[config.mk]
export PLATFORM = sky130hd
export DESIGN_NAME = latched_clock_deadline_registers_core
export DESIGN_NICKNAME = d
export VERILOG_FILES = /design/src/hw/rtl/lcdr_pkg.sv /design/src/hw/rtl/lcdr_timebase.sv /design/src/hw/rtl/lcdr_lfsr.sv /design/src/hw/rtl/latched_clock_deadline_registers_core.sv
export SDC_FILE = /design/constraint.sdc
export NUM_CORES = 1
export LEC_CHECK = 0
export BUFFER_PORTS_ARGS = -buffer_cell sky130_fd_sc_hd__buf_2
export CORE_UTILIZATION = 53
export CTS_BUF_LIST = sky130_fd_sc_hd__clkbuf_4 sky130_fd_sc_hd__clkbuf_8
export DETAILED_ROUTE_END_ITERATION = 8
export GPL_TIMING_DRIVEN = 0
export PLACE_DENSITY = 0.7
export RECOVER_POWER = 100
export SLEW_MARGIN = 0
export SYNTH_ARGS = -nofsm -noshare
export SYNTH_HDL_FRONTEND = slang
export SYNTH_SLANG_ARGS = --single-unit
[constraint.sdc]
create_clock -name clk -period 4.1 [get_ports clk]
set_clock_uncertainty 0.1 [all_clocks]
set_input_delay 0.615 -clock clk [delete_from_list [all_inputs] [get_ports clk]]
set_output_delay 0.615 -clock clk [all_outputs]
set_load 0.01 [all_outputs]
[src/hw/rtl/lcdr_pkg.sv]
`timescale 1ns / 1ps

package lcdr_pkg;

  // Request commands
  typedef enum logic [1:0] {
    CMD_TICK  = 2'd0,
    CMD_WRITE = 2'd1,
    CMD_READ  = 2'd2
  } cmd_t;

  // Register offsets
  localparam logic [3:0] OFF_USEC_B0   = 4'd0;
  localparam logic [3:0] OFF_USEC_B1   = 4'd1;
  localparam logic [3:0] OFF_USEC_B2   = 4'd2;
  localparam logic [3:0] OFF_USEC_B3   = 4'd3;
  localparam logic [3:0] OFF_SEC_B0    = 4'd4;
  localparam logic [3:0] OFF_SEC_B1    = 4'd5;
  localparam logic [3:0] OFF_SEC_B2    = 4'd6;
  localparam logic [3:0] OFF_SEC_B3    = 4'd7;
  localparam logic [3:0] OFF_MSEC_B0   = 4'd8;
  localparam logic [3:0] OFF_MSEC_B1   = 4'd9;
  localparam logic [3:0] OFF_MSEC_B2   = 4'd10;
  localparam logic [3:0] OFF_MSEC_B3   = 4'd11;
  localparam logic [3:0] OFF_DEADLINE  = 4'd12;
  localparam logic [3:0] OFF_DEADLINE_HI = 4'd13;
  localparam logic [3:0] OFF_RANDOM_A  = 4'd14;
  localparam logic [3:0] OFF_RANDOM_B  = 4'd15;

  localparam int USEC_W = 20;
  localparam int SEC_W  = 32;
  localparam int MSEC_W = 30;
  localparam int SUB_W  = 10;

  localparam logic [USEC_W-1:0] USEC_PER_SEC = 20'd1000000;
  localparam logic [SUB_W-1:0]  USEC_PER_MS  = 10'd1000;

  localparam int MS_WRAP_SECONDS_DEF = 1000000;

  localparam logic [31:0] LFSR_TAPS  = 32'h8020_0003;
  localparam logic [31:0] RESET_SEED = 32'h0000_0001;

  localparam logic [7:0] BYTE_ONES = 8'hFF;

  typedef struct packed {
    logic [USEC_W-1:0] usec;
    logic [SEC_W-1:0]  sec;
    logic [MSEC_W-1:0] msec;
  } live_t;

  function automatic logic [7:0] byte_sel(input logic [31:0] v, input logic [1:0] n);
    logic [31:0] sh;
    sh = v >> {n, 3'b000};
    return sh[7:0];
  endfunction

  // Galois step, shifting right
  function automatic logic [31:0] lfsr_step(input logic [31:0] s);
    logic [31:0] n;
    n = s >> 1;
    if (s[0]) begin
      n = n ^ LFSR_TAPS;
    end
    return n;
  endfunction

endpackage

[src/hw/rtl/lcdr_timebase.sv]
`timescale 1ns / 1ps

module lcdr_timebase #(
  parameter int MS_WRAP_SECONDS = lcdr_pkg::MS_WRAP_SECONDS_DEF
) (
  input  logic            clk,
  input  logic            rst,
  input  logic            tick,
  output lcdr_pkg::live_t live
);

  localparam int WRAP_W = $clog2(MS_WRAP_SECONDS + 1);
  localparam logic [WRAP_W-1:0] WRAP_LAST = WRAP_W'(MS_WRAP_SECONDS - 1);

  logic [lcdr_pkg::USEC_W-1:0] usec, usec_next, usec_inc;
  logic [lcdr_pkg::SEC_W-1:0]  sec, sec_next;
  logic [lcdr_pkg::MSEC_W-1:0] msec, msec_next;
  logic [lcdr_pkg::SUB_W-1:0]  sub, sub_next, sub_inc;
  logic [WRAP_W-1:0]           wrap, wrap_next;

  always_comb begin
    usec_next = usec;
    sec_next  = sec;
    msec_next = msec;
    sub_next  = sub;
    wrap_next = wrap;
    sub_inc   = sub + 1'b1;
    usec_inc  = usec + 1'b1;
    if (tick) begin
      if (sub_inc >= lcdr_pkg::USEC_PER_MS) begin
        sub_next  = '0;
        msec_next = msec + 1'b1;
      end else begin
        sub_next = sub_inc;
      end
      if (usec_inc >= lcdr_pkg::USEC_PER_SEC) begin
        usec_next = '0;
        sub_next  = '0;
        sec_next  = sec + 1'b1;
        // restart milliseconds when seconds land on a multiple of the wrap
        if (sec == '1 || wrap == WRAP_LAST) begin
          wrap_next = '0;
          msec_next = '0;
        end else begin
          wrap_next = wrap + 1'b1;
        end
      end else begin
        usec_next = usec_inc;
      end
    end
  end

  always_ff @(posedge clk) begin
    if (rst) begin
      usec <= '0;
      sec  <= '0;
      msec <= '0;
      sub  <= '0;
      wrap <= '0;
    end else begin
      usec <= usec_next;
      sec  <= sec_next;
      msec <= msec_next;
      sub  <= sub_next;
      wrap <= wrap_next;
    end
  end

  assign live.usec = usec;
  assign live.sec  = sec;
  assign live.msec = msec;

  a_usec_range : assert property (@(posedge clk) disable iff (rst)
    usec < lcdr_pkg::USEC_PER_SEC) else $error("microseconds out of range");

  a_sub_range : assert property (@(posedge clk) disable iff (rst)
    sub < lcdr_pkg::USEC_PER_MS) else $error("sub-millisecond count out of range");

  a_wrap_range : assert property (@(posedge clk) disable iff (rst)
    wrap <= WRAP_LAST) else $error("second wrap count out of range");

endmodule

[src/hw/rtl/lcdr_lfsr.sv]
`timescale 1ns / 1ps

module lcdr_lfsr (
  input  logic        clk,
  input  logic        rst,
  input  logic        load,
  input  logic [31:0] seed,
  input  logic        advance,
  output logic [7:0]  rand_byte
);

  logic [31:0] state, state_next, stepped;

  assign stepped   = lcdr_pkg::lfsr_step(state);
  assign rand_byte = stepped[7:0];

  always_comb begin
    state_next = state;
    if (load) begin
      state_next = (seed == '0) ? lcdr_pkg::RESET_SEED : seed;
    end else if (advance) begin
      state_next = stepped;
    end
  end

  always_ff @(posedge clk) begin
    if (rst) begin
      state <= lcdr_pkg::RESET_SEED;
    end else begin
      state <= state_next;
    end
  end

  a_never_zero : assert property (@(posedge clk) disable iff (rst)
    state != '0) else $error("shift register locked at zero");

  a_zero_seed : assert property (@(posedge clk) disable iff (rst)
    load && seed == '0 |=> state == lcdr_pkg::RESET_SEED) else $error("zero seed not replaced");

  a_advance : assert property (@(posedge clk) disable iff (rst)
    !load && advance |=> state == lcdr_pkg::lfsr_step($past(state)))
    else $error("shift register step wrong");

endmodule

[src/hw/rtl/latched_clock_deadline_registers_core.sv]
`timescale 1ns / 1ps

// Path: a request is registered in the stage on acceptance; a read then fires from the
//   stage and loads its byte and rsp_valid once the response register is free.
// Throughput: one request per cycle; only a stalled, full response register holds a read.
// Reset: synchronous, active high; clears all counters, latches and the deadline,
//   and loads the shift register with seed 1. No clearing pass is needed.
module latched_clock_deadline_registers_core #(
  parameter int MS_WRAP_SECONDS = lcdr_pkg::MS_WRAP_SECONDS_DEF
) (
  input  logic        clk,
  input  logic        rst,
  // request channel
  input  logic        cmd_valid,
  output logic        cmd_stall,
  input  logic [1:0]  command,
  input  logic [3:0]  reg_offset,
  input  logic [7:0]  write_data,
  // response channel
  output logic        rsp_valid,
  input  logic        rsp_stall,
  output logic [7:0]  read_data,
  // seed register write port
  input  logic        cfg_valid,
  output logic        cfg_ready,
  input  logic [31:0] random_seed
);

  // Request stage register
  logic                 stage_valid;
  lcdr_pkg::cmd_t       stage_command;
  logic [3:0]           stage_offset;
  logic [7:0]           stage_data;

  logic stage_fire;
  logic stage_is_read;
  logic out_free;

  // Latched values, snapshot and deadline
  logic [lcdr_pkg::USEC_W-1:0] lat_usec, lat_usec_next;
  logic [lcdr_pkg::SEC_W-1:0]  lat_sec, lat_sec_next;
  logic [lcdr_pkg::MSEC_W-1:0] lat_msec, lat_msec_next;
  logic [lcdr_pkg::MSEC_W-1:0] snap, snap_next;
  logic [31:0]                 deadline, deadline_next;

  logic            tick;
  logic            rand_advance;
  logic [7:0]      rand_byte;
  logic [7:0]      rd_byte;
  lcdr_pkg::live_t live;

  // The seed register is always writable; writes must arrive only while idle, which the block does not enforce.
  assign cfg_ready = 1'b1;

  // A read may only leave the stage when the response register can take it.
  assign out_free      = !rsp_valid || !rsp_stall;
  assign stage_is_read = (stage_command == lcdr_pkg::CMD_READ);
  assign stage_fire    = stage_valid && (!stage_is_read || out_free);
  assign cmd_stall     = stage_valid && !stage_fire;

  // Capture the request whenever the stage is empty or emptying.
  always_ff @(posedge clk) begin
    if (rst) begin
      stage_valid <= 1'b0;
    end else if (!cmd_stall) begin
      stage_valid <= cmd_valid;
    end
  end

  always_ff @(posedge clk) begin
    if (cmd_valid && !cmd_stall) begin
      stage_command <= lcdr_pkg::cmd_t'(command);
      stage_offset  <= reg_offset;
      stage_data    <= write_data;
    end
  end

  lcdr_timebase #(
    .MS_WRAP_SECONDS(MS_WRAP_SECONDS)
  ) u_timebase (
    .clk  (clk),
    .rst  (rst),
    .tick (tick),
    .live (live)
  );

  lcdr_lfsr u_lfsr (
    .clk       (clk),
    .rst       (rst),
    .load      (cfg_valid && cfg_ready),
    .seed      (random_seed),
    .advance   (rand_advance),
    .rand_byte (rand_byte)
  );

  // Decode the staged request: advance the clock, update the deadline or
  // form the read byte, with any latching or shift-register side effect of the read.
  always_comb begin
    lat_usec_next = lat_usec;
    lat_sec_next  = lat_sec;
    lat_msec_next = lat_msec;
    snap_next     = snap;
    deadline_next = deadline;
    tick          = 1'b0;
    rand_advance  = 1'b0;
    rd_byte       = lcdr_pkg::BYTE_ONES;
    if (stage_fire) begin
      unique case (stage_command)
        lcdr_pkg::CMD_TICK: begin
          tick = 1'b1;
        end
        lcdr_pkg::CMD_WRITE: begin
          if (stage_offset == lcdr_pkg::OFF_DEADLINE) begin
            snap_next     = live.msec;
            deadline_next = {24'b0, stage_data};
          end else if (stage_offset == lcdr_pkg::OFF_DEADLINE_HI) begin
            // high byte joins the low byte, then the deadline goes relative to the snapshot
            deadline_next = (deadline | {16'b0, stage_data, 8'b0}) + {2'b0, snap};
          end
        end
        lcdr_pkg::CMD_READ: begin
          unique case (stage_offset)
            lcdr_pkg::OFF_USEC_B0, lcdr_pkg::OFF_USEC_B1, lcdr_pkg::OFF_USEC_B2: begin
              rd_byte = lcdr_pkg::byte_sel({12'b0, lat_usec}, stage_offset[1:0]);
            end
            lcdr_pkg::OFF_USEC_B3: begin
              // latch microseconds and seconds together
              lat_usec_next = live.usec;
              lat_sec_next  = live.sec;
              rd_byte       = lcdr_pkg::byte_sel({12'b0, live.usec}, 2'd3);
            end
            lcdr_pkg::OFF_SEC_B0, lcdr_pkg::OFF_SEC_B1,
            lcdr_pkg::OFF_SEC_B2, lcdr_pkg::OFF_SEC_B3: begin
              rd_byte = lcdr_pkg::byte_sel(lat_sec, stage_offset[1:0]);
            end
            lcdr_pkg::OFF_MSEC_B0, lcdr_pkg::OFF_MSEC_B1, lcdr_pkg::OFF_MSEC_B2: begin
              rd_byte = lcdr_pkg::byte_sel({2'b0, lat_msec}, stage_offset[1:0]);
            end
            lcdr_pkg::OFF_MSEC_B3: begin
              lat_msec_next = live.msec;
              snap_next     = live.msec;
              rd_byte       = lcdr_pkg::byte_sel({2'b0, live.msec}, 2'd3);
            end
            lcdr_pkg::OFF_DEADLINE: begin
              // poll: all ones while the deadline is still ahead
              snap_next = live.msec;
              rd_byte   = (deadline > {2'b0, live.msec}) ? lcdr_pkg::BYTE_ONES : 8'h00;
            end
            lcdr_pkg::OFF_RANDOM_A, lcdr_pkg::OFF_RANDOM_B: begin
              rand_advance = 1'b1;
              rd_byte      = rand_byte;
            end
            default: begin
              rd_byte = lcdr_pkg::BYTE_ONES;
            end
          endcase
        end
        default: begin
        end
      endcase
    end
  end

  always_ff @(posedge clk) begin
    if (rst) begin
      lat_usec <= '0;
      lat_sec  <= '0;
      lat_msec <= '0;
      snap     <= '0;
      deadline <= '0;
    end else begin
      lat_usec <= lat_usec_next;
      lat_sec  <= lat_sec_next;
      lat_msec <= lat_msec_next;
      snap     <= snap_next;
      deadline <= deadline_next;
    end
  end

  // Response register: load on a read, drop once taken.
  always_ff @(posedge clk) begin
    if (rst) begin
      rsp_valid <= 1'b0;
    end else if (stage_fire && stage_is_read) begin
      rsp_valid <= 1'b1;
    end else if (!rsp_stall) begin
      rsp_valid <= 1'b0;
    end
  end

  always_ff @(posedge clk) begin
    if (stage_fire && stage_is_read) begin
      read_data <= rd_byte;
    end
  end

  a_stall_needs_stage : assert property (@(posedge clk) disable iff (rst)
    cmd_stall |-> stage_valid) else $error("request stalled with empty stage");

  a_nonread_flows : assert property (@(posedge clk) disable iff (rst)
    stage_valid && !stage_is_read |-> !cmd_stall) else $error("non-read request held");

  a_read_responds : assert property (@(posedge clk) disable iff (rst)
    stage_fire && stage_is_read |=> rsp_valid) else $error("read produced no response");

endmodule

==> impl_metrics.toml <==
[pwr]
ir_drop_mv = 0.262
p_leak_nw = 6.32
power_density_nw_per_um2 = 355

[critical_path]
worst-path-max-fanout = 10
cp-end-kind = "register"
cp.required_ns = 4.46
slowest_delay_ns = 0.86
cp-start-kind = "register"
cp.arrival_ns = 4.26
crit_chain = "and4_1 > nand4_1 > or3_1 > a211oi_1 > nand4_1 > clkbuf_1 > nor4_1 > xnor2_1 > nor2_1"
cpMaxStageDelayCell = "a211oi_1"
critPathMostFrequentCell = "nand4_1"
critical_path_class = "reg2reg"

[routing]
wirelength_mm = 47.0
wl_per_cell_um = 18.1
first_iter_violations = 1545
drc_errors = 0
viasPerCell = 5.92
drtPass1Iterations = 6
via_count = 15300
postRouteAntennaNets = 0

[outcome]
outcome = "complete, no violations"

[clock_tree]
ctsResizeCount = 0
tritoncts = "yes"
hold_buffers = 0
clk_pin_slew_ns = 0.07
clk_latency_ns = 0.59
cts_htree_levels = 2
numCtsBuffers = 52
clock_path_buffers = 3
clkSinkCount = 306
cts_setup_buffers = 0
cts_root_buf = "clkbuf_8"

[grt]
grt_usage = 0.298
grt_pass1_vias = 14100
antenna_found_initial = 1
grt_pass1_wl_mm = 73.9
overflow = 0
grt_max_degree = 14

[finish]
final_core_util = 0.603
layout-drive-gt1-share = 0.0863
syn_to_final_growth_pct = 11.7
final_cell_mix = "nand2_1 (285), dfxtp_1 (284), nor2_1 (280), a21oi_1 (225), clkbuf_1 (117)"
mostFrequentLayoutCell = "nand2_1"
nets = 2277

[placed_design]
dp_slack_ns = 0.531
gp_congestion = 0.934
dp_hpwl_mm = 35.0
portBuffers = 58

[run]
max_cap_viol_count = 0

[synth]
synth_ff_type = "dfxtp_1"
async_flop_share = 0
syn_avg_cell_area_um2 = 7.85
synth_edf_count = 22
synthCells = 2045
yosys_warnings = 0
synth.largest_area_cell = "dfxtp_1"
netlist_area_um2 = 16100
synth_fp_nets = 2163
yosysSeqAreaShare = 0.395
ys_top_cells_by_area = "dfxtp_1 (35%), a21oi_1 (7.0%), nand2_1 (6.7%)"
synth-seq-cells = 306
synth_top_area_share = 0.354
synth_cell_types = 85

[timing]
setup_viol = 0
tns_ns = 0
grt_setup_unrepaired = "no"
hold_violations = 0
fin_crit_sh = 0.953
slew_headroom = 0.315
max_freq_ghz = 0.256
setup_ws_ns = 0.195
final-max-slew-violation-count = 0
tightest_slew_ns = 1.02
fin_crit_ns = 3.91

[floorplanning]
io_pins = 62
start_util = 0.540
num_rows = 63
coreArea_um2 = 29700
die_h_um = 176
die_x_um = 176
die_area_um2 = 31000

[worst_hold_path]
hp-class = "in2reg"
-- Yosys cell counts (34+ instances only) --
cell type / instances
xnor2_1: 63
nand3_1: 71
nand2_1: 285
inv_1: 62
ha_1: 66
nor3_1: 39
a21oi_1: 225
nor4_1: 34
clkbuf_1: 100
dfxtp_1: 284
nor2_1: 280
o21ai_0: 86
nand4_1: 39
-- per-layer routing --
metal,up-vias,share of wire,track usage
li1,7469,-,-
met1,7255,0.46,0.420
met2,526,0.44,0.460
met3,92,0.079,0.0519
met4,0,0.027,0.0982
met5,-,0,0
-- critical path, delay by kind of cell (launching register included) --
family	cells	cell delay, ns
XOR/XNOR	1	0.16
buffers and inverters	1	0.41
AO/OA/AOI/OAI	1	0.86
flip-flops	1	0.44
AND/OR/NAND/NOR	6	1.78
-- state kept, by name (all words and copies together), names as in the netlist --
name             cells
deadline            32
lat_msec            24
lat_sec             32
lat_usec            20
read_data            8
rsp_valid            1
snap                30
stage_command        2
stage_data           8
stage_offset         4
stage_valid          1
u_lfsr.state        32
u_timebase.msec     30
u_timebase.sec      32
u_timebase.sub      10
u_timebase.usec     20
u_timebase.wrap     20
-- path summary, 6_finish.rpt --
| path | start | end | slack (ns) | cells after the start |
|---|---|---|---|---|
| worst max-delay path | u_timebase.sub[0] | u_timebase.msec[6] | 0.19 | 9 |
| worst min-delay path | write_data[5] | stage_data[5] | 0.10 | 1 |
| worst max register to register | u_timebase.sub[0] | u_timebase.msec[6] | 0.19 | 9 |
| worst min register to register | lat_sec[26] | lat_sec[26] | 0.36 | 2 |
-- through the flow --
stage	std cells	instance area (µm²)	hold WS (ns)	total power, mW
after global routing	2592	17900	0.0780	6.57
after floorplan	2045	16100	0.333	3.37
after CTS	2592	18000	0.0805	6.39
final	2593	17900	0.102	6.36
after global placement	2493	16800	0.342	3.50
after detailed placement	2495	16900	0.348	3.51
-- power breakdown --
group	internal, mW	switching [mW]
logic	0.116	0.263
registers	3.05	0.0284
clock network	1.64	1.27
total	4.80	1.56
-- cell type report --
type / count / area, µm²
fillers: 2811 / 11800
repair buffers: 60 / 285
clock inverters: 10 / 55.1
inverters: 62 / 233
plain buffers: 124 / 494
diodes: 1 / 2.50
well taps: 390 / 488
flip-flops and latches: 306 / 6350
multi-input cells: 1553 / 8960
clock buffers: 87 / 1070
-- cell families (layout without fill, tap and decap cells) --
logic type,Yosys count,after routing,synth area share
multiplexers,36,36,0.0229
adder cells (fa/ha/maj),67,67,0.0527
AND/OR/NAND/NOR,887,887,0.256
AO/OA/AOI/OAI,483,483,0.184
XOR/XNOR,79,79,0.0431
buffers and inverters,186,343,0.0455
flip-flops,306,306,0.395
other,1,2,0.000234
No activity file was read; power rests on OpenSTA's default activity.
